File: config.mk
export PLATFORM = sky130hd
export DESIGN_NAME = sacl_queue
export DESIGN_NICKNAME = d
export VERILOG_FILES = /design/src/rtl/sacl_pkg.sv /design/src/rtl/sacl_queue.sv
export SDC_FILE = /design/constraint.sdc
export NUM_CORES = 1
export LEC_CHECK = 0
export BUFFER_PORTS_ARGS = -buffer_cell sky130_fd_sc_hd__clkbuf_2
export CORE_MARGIN = 5
export CORE_UTILIZATION = 30
export DETAILED_ROUTE_END_ITERATION = 12
export PLACE_DENSITY = 0.59
export SETUP_SLACK_MARGIN = 0.05
export SYNTH_ARGS = -nofsm -noshare
export SYNTH_HDL_FRONTEND = slang
export SYNTH_SLANG_ARGS = --single-unit
File: constraint.sdc
create_clock -name clk -period 3.3 [get_ports clk]
set_input_delay 0.33 -clock clk [delete_from_list [all_inputs] [get_ports clk]]
set_output_delay 0.33 -clock clk [all_outputs]
set_load 0.02 [all_outputs]
File: src/rtl/sacl_pkg.sv
// shared types, constants and helper functions of the cache lookup block
package sacl_pkg;

    // sizing of the set memories
    localparam int MAX_SETS = 1024;
    localparam int MAX_WAYS = 8;

    // fixed field widths
    localparam int ADDR_W = 32;
    localparam int BCNT_W = 6;
    localparam int SET_W  = 10;
    localparam int WAY_W  = 3;
    localparam int TAG_W  = 30;
    localparam int CNT_W  = 32;
    localparam int CYC_W  = 40;
    localparam int VCNT_W = 14;
    localparam int KIND_W = 2;
    localparam int LFSR_W = 16;
    localparam int OB_W   = 3;
    localparam int IB_W   = 4;
    localparam int WCFG_W = 4;
    localparam int CFG_DATA_W = 4;
    localparam int CFG_IDX_W  = 2;

    // front-end arithmetic widths
    localparam int OFF_W  = 6;
    localparam int SPAN_W = 8;
    localparam int NBLK_W = 4;

    // derived memory geometry
    localparam int IDX_LIM   = ($clog2(MAX_SETS) < SET_W) ? $clog2(MAX_SETS) : SET_W;
    localparam int MEM_AW    = (IDX_LIM > 0) ? IDX_LIM : 1;
    localparam int MEM_DEPTH = 1 << MEM_AW;
    localparam int WAYS      = (MAX_WAYS < (1 << WAY_W)) ? MAX_WAYS : (1 << WAY_W);
    localparam int WAY_IW    = (WAYS > 1) ? $clog2(WAYS) : 1;

    // remainder unit: bits retired per cycle
    localparam int REM_DIGITS = 4;
    localparam int REM_STEPS  = LFSR_W / REM_DIGITS;
    localparam int REM_CW     = (REM_STEPS > 1) ? $clog2(REM_STEPS) : 1;

    // clamp limits and reset values of the registers
    localparam logic [OB_W-1:0]   OB_MIN    = 3'd2;
    localparam logic [OB_W-1:0]   OB_MAX    = 3'd6;
    localparam logic [IB_W-1:0]   IB_LIM    = IB_W'(IDX_LIM);
    localparam logic [WCFG_W-1:0] WAYS_LIM  = WCFG_W'(WAYS);
    localparam logic [WCFG_W-1:0] WAYS_MIN  = 4'd1;
    localparam logic [OB_W-1:0]   OB_RST    = 3'd4;
    localparam logic [IB_W-1:0]   IB_RST    = 4'd6;
    localparam logic [WCFG_W-1:0] WAYS_RST  = 4'd1;
    localparam logic [BCNT_W-1:0] BCNT_LIM  = 6'd32;

    // counter limits and lfsr seed
    localparam logic [CNT_W-1:0]  CNT_MAX   = '1;
    localparam logic [CYC_W-1:0]  CYC_MAX   = '1;
    localparam logic [VCNT_W-1:0] VCNT_MAX  = '1;
    localparam logic [CYC_W-1:0]  CYC_HIT   = 40'd1;
    localparam logic [CYC_W-1:0]  CYC_MISS  = 40'd3;
    localparam logic [LFSR_W-1:0] LFSR_SEED = 16'hACE1;

    typedef enum logic [CFG_IDX_W-1:0] {
        REG_OFFSET_BITS  = 2'd0,
        REG_INDEX_BITS   = 2'd1,
        REG_WAYS_IN_USE  = 2'd2,
        REG_REPLACE_MODE = 2'd3
    } cfg_reg_t;

    typedef enum logic {
        MODE_RR     = 1'b0,
        MODE_RANDOM = 1'b1
    } mode_t;

    typedef enum logic [KIND_W-1:0] {
        KIND_HIT        = 2'd0,
        KIND_COMPULSORY = 2'd1,
        KIND_CONFLICT   = 2'd2
    } kind_t;

    typedef enum logic [1:0] {
        B_CLEAR,
        B_IDLE,
        B_LOOK,
        B_REM
    } back_state_t;

    typedef struct packed {
        logic [OB_W-1:0]   ob;
        logic [IB_W-1:0]   ib;
        logic [WCFG_W-1:0] ways;
        mode_t             mode;
    } cfg_t;

    // one block of an access, as handed from front to back
    typedef struct packed {
        logic [SET_W-1:0] set;
        logic [TAG_W-1:0] tag;
        logic             last;
    } blk_cmd_t;

    // per-set control row: round robin pointer and way valid bits
    typedef struct packed {
        logic [WAY_W-1:0] ptr;
        logic [WAYS-1:0]  valid;
    } meta_t;

    // bring register values into their legal ranges
    function automatic cfg_t cfg_clamp(cfg_t raw);
        cfg_t c;
        c = raw;
        if (raw.ob < OB_MIN) begin
            c.ob = OB_MIN;
        end else if (raw.ob > OB_MAX) begin
            c.ob = OB_MAX;
        end
        if (raw.ib > IB_LIM) begin
            c.ib = IB_LIM;
        end
        if (raw.ways < WAYS_MIN) begin
            c.ways = WAYS_MIN;
        end else if (raw.ways > WAYS_LIM) begin
            c.ways = WAYS_LIM;
        end
        return c;
    endfunction

    // 16-bit fibonacci lfsr, taps 16 14 13 11, shifting right
    function automatic logic [LFSR_W-1:0] lfsr_step(logic [LFSR_W-1:0] l);
        logic b;
        b = l[0] ^ l[2] ^ l[3] ^ l[5];
        return {b, l[LFSR_W-1:1]};
    endfunction

endpackage

File: src/rtl/sacl_queue.sv
// small fifo of block commands between front and back
module sacl_queue import sacl_pkg::*; (
    input  logic     clk,
    input  logic     rst_n,
    input  blk_cmd_t wr_cmd,
    input  logic     wr_valid,
    output logic     wr_ready,
    output blk_cmd_t rd_cmd,
    output logic     rd_valid,
    input  logic     rd_ready
);

    localparam int QDEPTH = 2;
    localparam int QA_W   = (QDEPTH > 1) ? $clog2(QDEPTH) : 1;
    localparam int QC_W   = $clog2(QDEPTH + 1);

    blk_cmd_t          entry_reg [QDEPTH];
    logic [QA_W-1:0]   wp_reg, wp_next;
    logic [QA_W-1:0]   rp_reg, rp_next;
    logic [QC_W-1:0]   cnt_reg, cnt_next;
    logic              push;
    logic              pop;

    assign wr_ready = (cnt_reg != QC_W'(QDEPTH));
    assign rd_valid = (cnt_reg != '0);
    assign rd_cmd   = entry_reg[rp_reg];
    assign push     = wr_valid && wr_ready;
    assign pop      = rd_valid && rd_ready;

    // pointer wrap and fill count
    always_comb
    begin
        wp_next  = wp_reg;
        rp_next  = rp_reg;
        cnt_next = cnt_reg;
        if (push) begin
            wp_next = (wp_reg == QA_W'(QDEPTH - 1)) ? '0 : wp_reg + QA_W'(1);
        end
        if (pop) begin
            rp_next = (rp_reg == QA_W'(QDEPTH - 1)) ? '0 : rp_reg + QA_W'(1);
        end
        if (push && !pop) begin
            cnt_next = cnt_reg + QC_W'(1);
        end else if (pop && !push) begin
            cnt_next = cnt_reg - QC_W'(1);
        end
    end

    always_ff @(posedge clk or negedge rst_n)
    begin
        if (!rst_n) begin
            wp_reg  <= '0;
            rp_reg  <= '0;
            cnt_reg <= '0;
        end else begin
            wp_reg  <= wp_next;
            rp_reg  <= rp_next;
            cnt_reg <= cnt_next;
        end
    end

    // entry storage
    always_ff @(posedge clk)
    begin
        if (push) begin
            entry_reg[wp_reg] <= wr_cmd;
        end
    end

endmodule

==> impl_metrics.yaml <==
cts:
  ctsHtreeMaxLevel: 3
  clk_pin_slew_worst_paths_ps: 80
  clock_path_buffers: 2
  postCtsSetupBuffers: 0
  cts_inserted_buffers: 9
  clk-insertion-delay-late_ps: 340
  ctsHoldBuffers: 1
  cts_tree: "built"
  cts_root_buf: "clkbuf_8"
  cts.sinks: 86
  cts_resized: 0
worst_setup_path:
  setup.worst_path.end_class: "output pin"
  worstPathRequired_ps: 2970
  start_kind: "register"
  critPathKind: "register to output pin"
  cp_max_fo: 23
  ff2ff_setup_slack_ps: 1280
  cp_data_arrival_time_ps: 2000
sta:
  tightest_slew_ps: 1030
  setup_slack_ps: 972
  finalSetupViolCount: 0
  whs_ps: 172
  rsz0062_at_grt: "no"
  period_share_pct: 70.5
  clock_skew_ps: 8.89
  period_minus_slack_ps: 2330
  max_slew_margin_pct: 31.4
  tns_ps: 0
  drv_slew: 0
  max_freq_ghz: 0.430
  hold_viol: 0
synth:
  synth_most_common_cell: "edfxtp_1"
  yosysTopAreaCellShare_pct: 73.4
  synthCells: 146
  ys_top_cells_by_count: "82 x edfxtp_1, 39 x mux2_4, 4 x buf_12, 4 x dfrtp_1, 3 x xnor2_1"
  synth_area_leaders: "edfxtp_1 73%, mux2_4 17%, dfrtp_1 3.0%"
  yosysSeqAreaShare_pct: 76.4
  yosys_warnings: 0
  syn_nets: 192
  synthDistinctLibCells: 15
  synthArstFlopShare_pct: 4.65
  synth.avg_cell_area_um2: 23.0
  synth_edf_count: 82
  synth_flop_cell: "edfxtp_1"
  synth_area_leader_cell: "edfxtp_1"
  ys_seq_elements: 86
  netlist_area_um2: 3360
drt:
  met3WireLength_um: 417
  firstDrtPassIters: 4
  avgViaCountPerCell: 4.11
  vias: 1593
  dr.first_iter.drc_count: 57
  drc: 0
  top_layer: "met4"
  ant_nets: 0
  dr_wl_met2_um: 2930
  wire_per_inst_um: 15.2
  met1_length_um: 2460
  routed_wl_um: 5880
floorplanning:
  die_h_um: 116
  core.rowCount: 38
  ios: 88
  core_um2: 10900
  die_x_um: 116
  start_util_pct: 30.8
  dieArea_um2: 13400
final_layout:
  antenna_cells: 0
  area_delta_synth_final_pct: 23.3
  nets: 289
  largest_register_ffs: 82
  fin_util_pct: 38.0
  layout-drive-gt1-share_pct: 58.9
place:
  routabilityCongestion: 0.674
  hpwl_um: 3960
  numPortBuffers: 87
  pre_cts_slack_ps: 1270
hold_path:
  worstHoldPathType: "primary input to register"
power:
  finalPower_mw: 3.76
  worst_ir_drop_vdd_uv: 503
  p_per_area_nw_per_um2: 909
  p_leak_nw: 1.67
global_route:
  grt.total_usage_pct: 9.13
  grt_overflow: 0
  grt_max_degree: 42
  antenna_found_initial: 0
  grt_pass1_wl_um: 8990
  grt_pass1_vias: 1729
outcome:
  outcome: "complete, no violations"
job:
  drv_cap: 0
worst max-delay path, cell delays in order, from the launching register on:
cell,delay [ps]
dfrtp_2,810
buf_12,290
mux2_2,370
clkbuf_2,160
per-stage QoR:
step | area, um2 | cells
after detailed placement | 3920 | 371
after global placement | 3920 | 371
after CTS | 4140 | 388
after global routing | 4140 | 388
final | 4140 | 388
after floorplan | 3360 | 146
final timing paths:
kind                            startpoint               end  cells past startpoint
worst max-delay path                rp_reg        rd_cmd[20]                      3
worst min-delay path            wr_cmd[34]  entry_reg[0][34]                      1
worst max register to register  cnt_reg[0]  entry_reg[0][22]                      4
worst min register to register  cnt_reg[1]        cnt_reg[1]                      1
max in group asynchronous            rst_n            rp_reg                      2
min in group asynchronous            rst_n            wp_reg                      2
metal layers:
metal | up-vias | track usage [%]
met3 | 8 | 3.50
met2 | 55 | 14.6
li1 | 758 | -
met4 | 0 | 3.94
met1 | 772 | 11.0
met5 | - | 0
layout make-up:
cell class / instances / area (um2)
inverters: 1 / 3.75
multi-input cells: 54 / 707
well taps: 140 / 175
repair buffers: 91 / 480
fillers: 1029 / 6750
clock inverters: 4 / 71.3
clock buffers: 12 / 135
flip-flops and latches: 86 / 2560
power by group:
| group | internal [mW] | switching [mW] |
|---|---|---|
| Sequential | 1.50 | 0.138 |
| Combinational | 0.621 | 0.731 |
| Clock | 0.425 | 0.348 |
| Total | 2.54 | 1.22 |
kinds of logic after synthesis:
kind of cell,count (synthesis),synth area share (%)
DFF,86,76.4
and+or+nand+nor,7,1.01
xor gates and xnor gates,5,1.31
adders and majority gates,1,0.373
muxes,41,18.1
buffers and inverters,6,2.83
placed cells by master, fill, tap and decap left out, types with 2 or more instances in the layout:
master	instances
edfxtp_1	82
mux2_4	39
bufinv_16	2
clkbuf_8	9
dfrtp_1	3
xor2_1	2
nand2_1	2
clkbuf_2	87
xnor2_1	3
clkbuf_1	3
buf_4	2
mux2_2	2
Note: power is estimated with default switching activity, not from simulation.
