[src/rtl/sacl_pkg.sv]
// shared types, constants and helper functions of the cache lookup block
package sacl_pkg;

    // sizing of the set memories
    localparam int MAX_SETS = 1024;
    localparam int MAX_WAYS = 8;

    // fixed field widths
    localparam int ADDR_W = 32;
    localparam int BCNT_W = 6;
    localparam int SET_W  = 10;
    localparam int WAY_W  = 3;
    localparam int TAG_W  = 30;
    localparam int CNT_W  = 32;
    localparam int CYC_W  = 40;
    localparam int VCNT_W = 14;
    localparam int KIND_W = 2;
    localparam int LFSR_W = 16;
    localparam int OB_W   = 3;
    localparam int IB_W   = 4;
    localparam int WCFG_W = 4;
    localparam int CFG_DATA_W = 4;
    localparam int CFG_IDX_W  = 2;

    // front-end arithmetic widths
    localparam int OFF_W  = 6;
    localparam int SPAN_W = 8;
    localparam int NBLK_W = 4;

    // derived memory geometry
    localparam int IDX_LIM   = ($clog2(MAX_SETS) < SET_W) ? $clog2(MAX_SETS) : SET_W;
    localparam int MEM_AW    = (IDX_LIM > 0) ? IDX_LIM : 1;
    localparam int MEM_DEPTH = 1 << MEM_AW;
    localparam int WAYS      = (MAX_WAYS < (1 << WAY_W)) ? MAX_WAYS : (1 << WAY_W);
    localparam int WAY_IW    = (WAYS > 1) ? $clog2(WAYS) : 1;

    // remainder unit: bits retired per cycle
    localparam int REM_DIGITS = 4;
    localparam int REM_STEPS  = LFSR_W / REM_DIGITS;
    localparam int REM_CW     = (REM_STEPS > 1) ? $clog2(REM_STEPS) : 1;

    // clamp limits and reset values of the registers
    localparam logic [OB_W-1:0]   OB_MIN    = 3'd2;
    localparam logic [OB_W-1:0]   OB_MAX    = 3'd6;
    localparam logic [IB_W-1:0]   IB_LIM    = IB_W'(IDX_LIM);
    localparam logic [WCFG_W-1:0] WAYS_LIM  = WCFG_W'(WAYS);
    localparam logic [WCFG_W-1:0] WAYS_MIN  = 4'd1;
    localparam logic [OB_W-1:0]   OB_RST    = 3'd4;
    localparam logic [IB_W-1:0]   IB_RST    = 4'd6;
    localparam logic [WCFG_W-1:0] WAYS_RST  = 4'd1;
    localparam logic [BCNT_W-1:0] BCNT_LIM  = 6'd32;

    // counter limits and lfsr seed
    localparam logic [CNT_W-1:0]  CNT_MAX   = '1;
    localparam logic [CYC_W-1:0]  CYC_MAX   = '1;
    localparam logic [VCNT_W-1:0] VCNT_MAX  = '1;
    localparam logic [CYC_W-1:0]  CYC_HIT   = 40'd1;
    localparam logic [CYC_W-1:0]  CYC_MISS  = 40'd3;
    localparam logic [LFSR_W-1:0] LFSR_SEED = 16'hACE1;

    typedef enum logic [CFG_IDX_W-1:0] {
        REG_OFFSET_BITS  = 2'd0,
        REG_INDEX_BITS   = 2'd1,
        REG_WAYS_IN_USE  = 2'd2,
        REG_REPLACE_MODE = 2'd3
    } cfg_reg_t;

    typedef enum logic {
        MODE_RR     = 1'b0,
        MODE_RANDOM = 1'b1
    } mode_t;

    typedef enum logic [KIND_W-1:0] {
        KIND_HIT        = 2'd0,
        KIND_COMPULSORY = 2'd1,
        KIND_CONFLICT   = 2'd2
    } kind_t;

    typedef enum logic [1:0] {
        B_CLEAR,
        B_IDLE,
        B_LOOK,
        B_REM
    } back_state_t;

    typedef struct packed {
        logic [OB_W-1:0]   ob;
        logic [IB_W-1:0]   ib;
        logic [WCFG_W-1:0] ways;
        mode_t             mode;
    } cfg_t;

    // one block of an access, as handed from front to back
    typedef struct packed {
        logic [SET_W-1:0] set;
        logic [TAG_W-1:0] tag;
        logic             last;
    } blk_cmd_t;

    // per-set control row: round robin pointer and way valid bits
    typedef struct packed {
        logic [WAY_W-1:0] ptr;
        logic [WAYS-1:0]  valid;
    } meta_t;

    // bring register values into their legal ranges
    function automatic cfg_t cfg_clamp(cfg_t raw);
        cfg_t c;
        c = raw;
        if (raw.ob < OB_MIN) begin
            c.ob = OB_MIN;
        end else if (raw.ob > OB_MAX) begin
            c.ob = OB_MAX;
        end
        if (raw.ib > IB_LIM) begin
            c.ib = IB_LIM;
        end
        if (raw.ways < WAYS_MIN) begin
            c.ways = WAYS_MIN;
        end else if (raw.ways > WAYS_LIM) begin
            c.ways = WAYS_LIM;
        end
        return c;
    endfunction

    // 16-bit fibonacci lfsr, taps 16 14 13 11, shifting right
    function automatic logic [LFSR_W-1:0] lfsr_step(logic [LFSR_W-1:0] l);
        logic b;
        b = l[0] ^ l[2] ^ l[3] ^ l[5];
        return {b, l[LFSR_W-1:1]};
    endfunction

endpackage

[src/rtl/sacl_in_if.sv]
// input channel: one access item, address and byte count
interface sacl_in_if import sacl_pkg::*; ();
    logic              valid;
    logic              ready;
    logic [ADDR_W-1:0] address;
    logic [BCNT_W-1:0] byte_count;

    modport source (output valid, output address, output byte_count, input ready);
    modport sink   (input valid, input address, input byte_count, output ready);
endinterface

[src/rtl/sacl_front.sv]
// front end: takes an access and splits it into block commands
module sacl_front import sacl_pkg::*; (
    input  logic     clk,
    input  logic     rst_n,
    input  cfg_t     cfg,
    input  logic     init_done,
    sacl_in_if.sink  in_ch,
    output blk_cmd_t cmd,
    output logic     cmd_valid,
    input  logic     cmd_ready
);

    logic [TAG_W-1:0]  blk_reg, blk_next;
    logic [NBLK_W-1:0] left_reg, left_next;
    logic [OFF_W-1:0]  bs_m1;
    logic [OFF_W-1:0]  off;
    logic [BCNT_W-1:0] bc_clip;
    logic [SPAN_W-1:0] span;
    logic [NBLK_W-1:0] n_calc;
    logic [TAG_W-1:0]  blk0;
    logic [TAG_W-1:0]  blk_mask;
    logic [SET_W-1:0]  set_mask;
    logic              accept;

    // block count and first block number of the incoming access
    always_comb
    begin
        bs_m1    = OFF_W'((7'd1 << cfg.ob) - 7'd1);
        off      = in_ch.address[OFF_W-1:0] & bs_m1;
        bc_clip  = (in_ch.byte_count > BCNT_LIM) ? BCNT_LIM : in_ch.byte_count;
        span     = SPAN_W'(off) + SPAN_W'(bc_clip) + SPAN_W'(bs_m1);
        n_calc   = (in_ch.byte_count == '0) ? '0 : NBLK_W'(span >> cfg.ob);
        blk0     = TAG_W'(in_ch.address >> cfg.ob);
        blk_mask = {TAG_W{1'b1}} >> (cfg.ob - OB_MIN);
        set_mask = SET_W'((11'd1 << cfg.ib) - 11'd1);
    end

    // take a new access only once the previous one is fully split
    assign in_ch.ready = init_done && (left_reg == '0);
    assign accept      = in_ch.valid && in_ch.ready;

    // current block split into set and tag
    assign cmd_valid = (left_reg != '0);
    assign cmd.set   = SET_W'(blk_reg) & set_mask;
    assign cmd.tag   = blk_reg >> cfg.ib;
    assign cmd.last  = (left_reg == NBLK_W'(1));

    // walk the block number, wrapping within the address space
    always_comb
    begin
        blk_next  = blk_reg;
        left_next = left_reg;
        if (accept) begin
            blk_next  = blk0;
            left_next = n_calc;
        end else if (cmd_valid && cmd_ready) begin
            blk_next  = (blk_reg + TAG_W'(1)) & blk_mask;
            left_next = left_reg - NBLK_W'(1);
        end
    end

    always_ff @(posedge clk or negedge rst_n)
    begin
        if (!rst_n) begin
            left_reg <= '0;
        end else begin
            left_reg <= left_next;
        end
    end

    always_ff @(posedge clk)
    begin
        blk_reg <= blk_next;
    end

endmodule

[src/flat_wrapper.sv]
// flat-port wrapper written by rule: the top's interface ports become plain ports
module sacl_front_flat import sacl_pkg::*;
  (clk, rst_n, cfg, init_done, cmd, cmd_valid, cmd_ready, in_ch_valid, in_ch_address, in_ch_byte_count, in_ch_ready);
  sacl_in_if in_ch_i ();
  input  logic clk;
  input  logic rst_n;
  input  cfg_t cfg;
  input  logic init_done;
  output blk_cmd_t cmd;
  output logic cmd_valid;
  input  logic cmd_ready;
  input wire logic [$bits(in_ch_i.valid)-1:0] in_ch_valid;
  input wire logic [$bits(in_ch_i.address)-1:0] in_ch_address;
  input wire logic [$bits(in_ch_i.byte_count)-1:0] in_ch_byte_count;
  output wire logic [$bits(in_ch_i.ready)-1:0] in_ch_ready;
  assign in_ch_i.valid = in_ch_valid;
  assign in_ch_i.address = in_ch_address;
  assign in_ch_i.byte_count = in_ch_byte_count;
  assign in_ch_ready = in_ch_i.ready;
  sacl_front u_core (.clk(clk), .rst_n(rst_n), .cfg(cfg), .init_done(init_done), .in_ch(in_ch_i), .cmd(cmd), .cmd_valid(cmd_valid), .cmd_ready(cmd_ready));
endmodule
[config.mk]
export PLATFORM = sky130hd
export DESIGN_NAME = sacl_front_flat
export DESIGN_NICKNAME = d
export VERILOG_FILES = /design/src/rtl/sacl_pkg.sv /design/src/rtl/sacl_in_if.sv /design/src/rtl/sacl_front.sv /design/src/flat_wrapper.sv
export SDC_FILE = /design/constraint.sdc
export NUM_CORES = 1
export LEC_CHECK = 0
export ABC_AREA = 1
export BUFFER_PORTS_ARGS = -buffer_cell sky130_fd_sc_hd__buf_2
export CELL_PAD_IN_SITES_DETAIL_PLACEMENT = 1
export CELL_PAD_IN_SITES_GLOBAL_PLACEMENT = 1
export CORE_ASPECT_RATIO = 1.1
export CORE_MARGIN = 5
export CORE_UTILIZATION = 36
export CTS_BUF_LIST = sky130_fd_sc_hd__clkbuf_4 sky130_fd_sc_hd__clkbuf_8
export CTS_CLUSTER_SIZE = 12
export DETAILED_ROUTE_END_ITERATION = 8
export PLACE_DENSITY = 0.89
export SLEW_MARGIN = 20
export SYNTH_ARGS = -nofsm -noshare
export SYNTH_HDL_FRONTEND = slang
export SYNTH_SLANG_ARGS = --single-unit
[constraint.sdc]
create_clock -name clk -period 2.4 [get_ports clk]
set_clock_uncertainty 0.2 [all_clocks]
set_input_delay 0.48 -clock clk [delete_from_list [all_inputs] [get_ports clk]]
set_output_delay 0.48 -clock clk [all_outputs]
set_load 0.02 [all_outputs]
==> out/qor.yml <==
outcome:
  status: "finished, violations left"
  violations: "negative setup slack"
worst_hold_path:
  hold_start: "u_core.left_reg[1]"
  holdPathEnd: "u_core.left_reg[1]"
  whs_path_depth: 2
  min_path_type: "flip-flop to flip-flop"
clock_network:
  cts.sinks: 34
  cts_tree: "done"
  cts_root_buf: "clkbuf_8"
  htreeDepth: 2
  clk_latency_ns: 0.30
  cts_buffers: 5
  clk_path_buf_depth: 2
  path_clk_slew_ns: 0.07
global_route:
  gr-total-overflow: 0
  grt_antenna_before_repair: 0
  grt_use_total: 0.273
  grt_pass1_wl_um: 40100
  grt_max_degree: 41
  grt_pass1_vias: 7977
routing:
  via_per_inst: 6.04
  wl_per_cell_um: 23.4
  drt_first_pass_iters: 5
  vias: 8083
  drtAntennaViolNets: 0
  wl_um: 31300
  drc: 0
  drt_iter0_markers: 710
setup_path:
  criticalPathCategory: "input pin to flip-flop"
  r2r_cells: 9
  worstPathArrival_ns: 3.41
  cp.required_ns: 2.42
  rr_startpoint: "u_core.blk_reg[21]"
  r2r_end: "u_core.blk_reg[28]"
  worst_setup_path_end_kind: "flip-flop"
  crit_fanout: 36
  startpoint_type: "input pin"
  r2r_slack_ns: 0.05
power_and_ir_drop:
  irDropWorstVdd_mv: 0.223
  internal-power_mw: 2.08
  combinationalPowerShare: 0.675
  power.density_nw_per_um2: 481
  switching_share: 0.498
  p_sw_mw: 2.06
  clockPowerShare: 0.098
  p_leak_nw: 3.99
  seqPwrFrac: 0.227
sta:
  finalSetupTns_ns: -10.33
  max_slew_margin: 0.689
  rsz0062_at_grt: "true"
  setup_viol: 38
  hold_viol_final: 0
  worst_slew_pin_slew_ns: 0.466
  fin_crit_ns: 3.38
  fin_crit_sh: 1.41
  max_freq_ghz: 0.296
  timing.final.ws_setup_ns: -0.984
  maxSlewViolCount: 0
run:
  maxCapViolCount: 0
layout:
  areaGrowthSynthToFinish_pct: 54.6
  drive_gt1_frac: 0.408
  final_common_cell: "nand2_1"
  final_cell_mix: "nand2_1 (251), buf_4 (135), inv_1 (83), nand3_1 (58)"
  nets: 1219
  final_cell_count_no_fill: 1338
  fillerInstances: 1916
  largest_register_ffs: 30
  antennaDiodeCount: 0
synth:
  syn_avg_cell_area_um2: 5.85
  ys_seq_area_frac: 0.180
  netlist_instances: 953
  synth_fp_nets: 1029
  yosysWarnings: 0
  async_flop_share: 0.118
  ys_ff_latch: 34
  syn_area_um2: 5570
  yosysUniqueCellTypes: 49
  synth_edf_count: 30
  ys.flop_type: "edfxtp_1"
floorplanning:
  initial_core_util: 0.369
  num_io_pins: 98
  std_cell_rows: 47
  core_um2: 15100
  die-area_um2: 18100
  die_height_um: 140
  die_x_um: 129
place:
  place_inst: 1290
  place.gp.congestion: 0.929
  hpwlAfterDp_um: 18000
  dpl_worst_slack_ns: -1.45
  port_buffers: 92
==> cell families after synthesis <==
| group | Yosys count | share of synthesized area |
|---|---|---|
| simple gates | 500 | 0.397 |
| compound gates | 201 | 0.199 |
| buf+inv | 160 | 0.114 |
| flops | 34 | 0.180 |
| xor+xnor | 25 | 0.0393 |
| fa+ha+maj | 21 | 0.0499 |
| mux | 12 | 0.0216 |
==> critical path, stage by stage <==
cell and delay, ns:
buf_4 0.16, buf_8 0.20, o21ai_0 0.31, xnor2_1 0.18
nor2_1 0.26, ha_4 0.27, xnor2_2 0.27, ha_4 0.27
buf_4 0.14, nand2_2 0.07, inv_2 0.05, nand3_2 0.08
nand3_1 0.10, nand2_2 0.13, nand3_4 0.09, nand3_2 0.09
nand3b_1 0.11, a21oi_2 0.15
==> layer usage <==
metal / GRT usage / vias to the layer above / share of wire
met4: 0.149 / 0 / 0.076
li1: - / 3543 / -
met3: 0.0171 / 169 / 0.061
met5: 0 / - / 0
met2: 0.510 / 491 / 0.51
met1: 0.305 / 3880 / 0.35
==> metrics by stage <==
step                       util  instance area [µm²]  power [mW]  hold WS [ns]
after floorplan               -                 5710        2.14       -0.0156
after global placement    0.462                 6980        2.76        0.0887
after detailed placement  0.462                 6980        2.86        0.0958
after CTS                 0.510                 7700        3.52         0.320
after global routing      0.570                 8610        4.33         0.358
final                     0.570                 8610        4.14         0.338
==> power groups by stage <==
stage | combinational, mW | sequential (mW) | clock [mW]
after floorplan | 1.25 | 0.891 | 0
after global placement | 1.84 | 0.915 | 0
after detailed placement | 1.93 | 0.927 | 0
after CTS | 2.20 | 0.919 | 0.401
after global routing | 2.95 | 0.950 | 0.427
final | 2.79 | 0.941 | 0.405
==> how the worst max path moves through the flow <==
stage	startpoint	end	slack [ns]
floorplan	cfg[11]	u_core.left_reg[2]	-1.03
global placement	cfg[10]	u_core.left_reg[2]	-1.17
detailed placement	cfg[10]	u_core.left_reg[2]	-1.45
CTS	cfg[10]	u_core.left_reg[3]	-0.89
global route	cfg[11]	u_core.left_reg[3]	-1.10
finish	cfg[11]	u_core.left_reg[3]	-0.98
==> repair_timing <==
action / 4_1_cts / 5_1_grt
hold buffers: 1 / 0
buffers inserted: 16 / 26
gates resized for setup: 182 / 172
pin swaps: 50 / 75
endpoints found under the hold margin: 4 / 0
cloned: 2 / 1
setup endpoints to repair: 35 / 38
==> synth_stat cells, types with 8 or more instances <==
cell type | number | area (µm²)
clkbuf_1 | 22 | 82.6
nand4_1 | 9 | 56.3
nand3_1 | 73 | 365
ha_1 | 19 | 238
a31oi_1 | 9 | 56.3
xor2_1 | 17 | 149
inv_2 | 8 | 30.0
nand2_1 | 299 | 1120
mux2i_1 | 12 | 120
o21ai_0 | 114 | 571
inv_1 | 98 | 368
o211ai_1 | 9 | 67.6
o21ai_1 | 13 | 65.1
a21oi_1 | 32 | 160
edfxtp_1 | 30 | 901
nor2_1 | 73 | 274
nor3_1 | 11 | 55.1
xnor2_1 | 8 | 70.1
buf_2 | 20 | 100
==> area by class of cell <==
cell class / instances / area (µm²) / area share
Multi-Input combinational cell: 759 / 4940 / 0.573
Timing Repair Buffer: 233 / 1900 / 0.221
Inverter: 110 / 455 / 0.0529
Clock buffer: 5 / 68.8 / 0.00799
Sequential cell: 34 / 1000 / 0.116
Tap cell: 196 / 245 / 0.0285
Clock inverter: 1 / 3.75 / 0.000436
No activity file was read; power rests on OpenSTA's default activity.
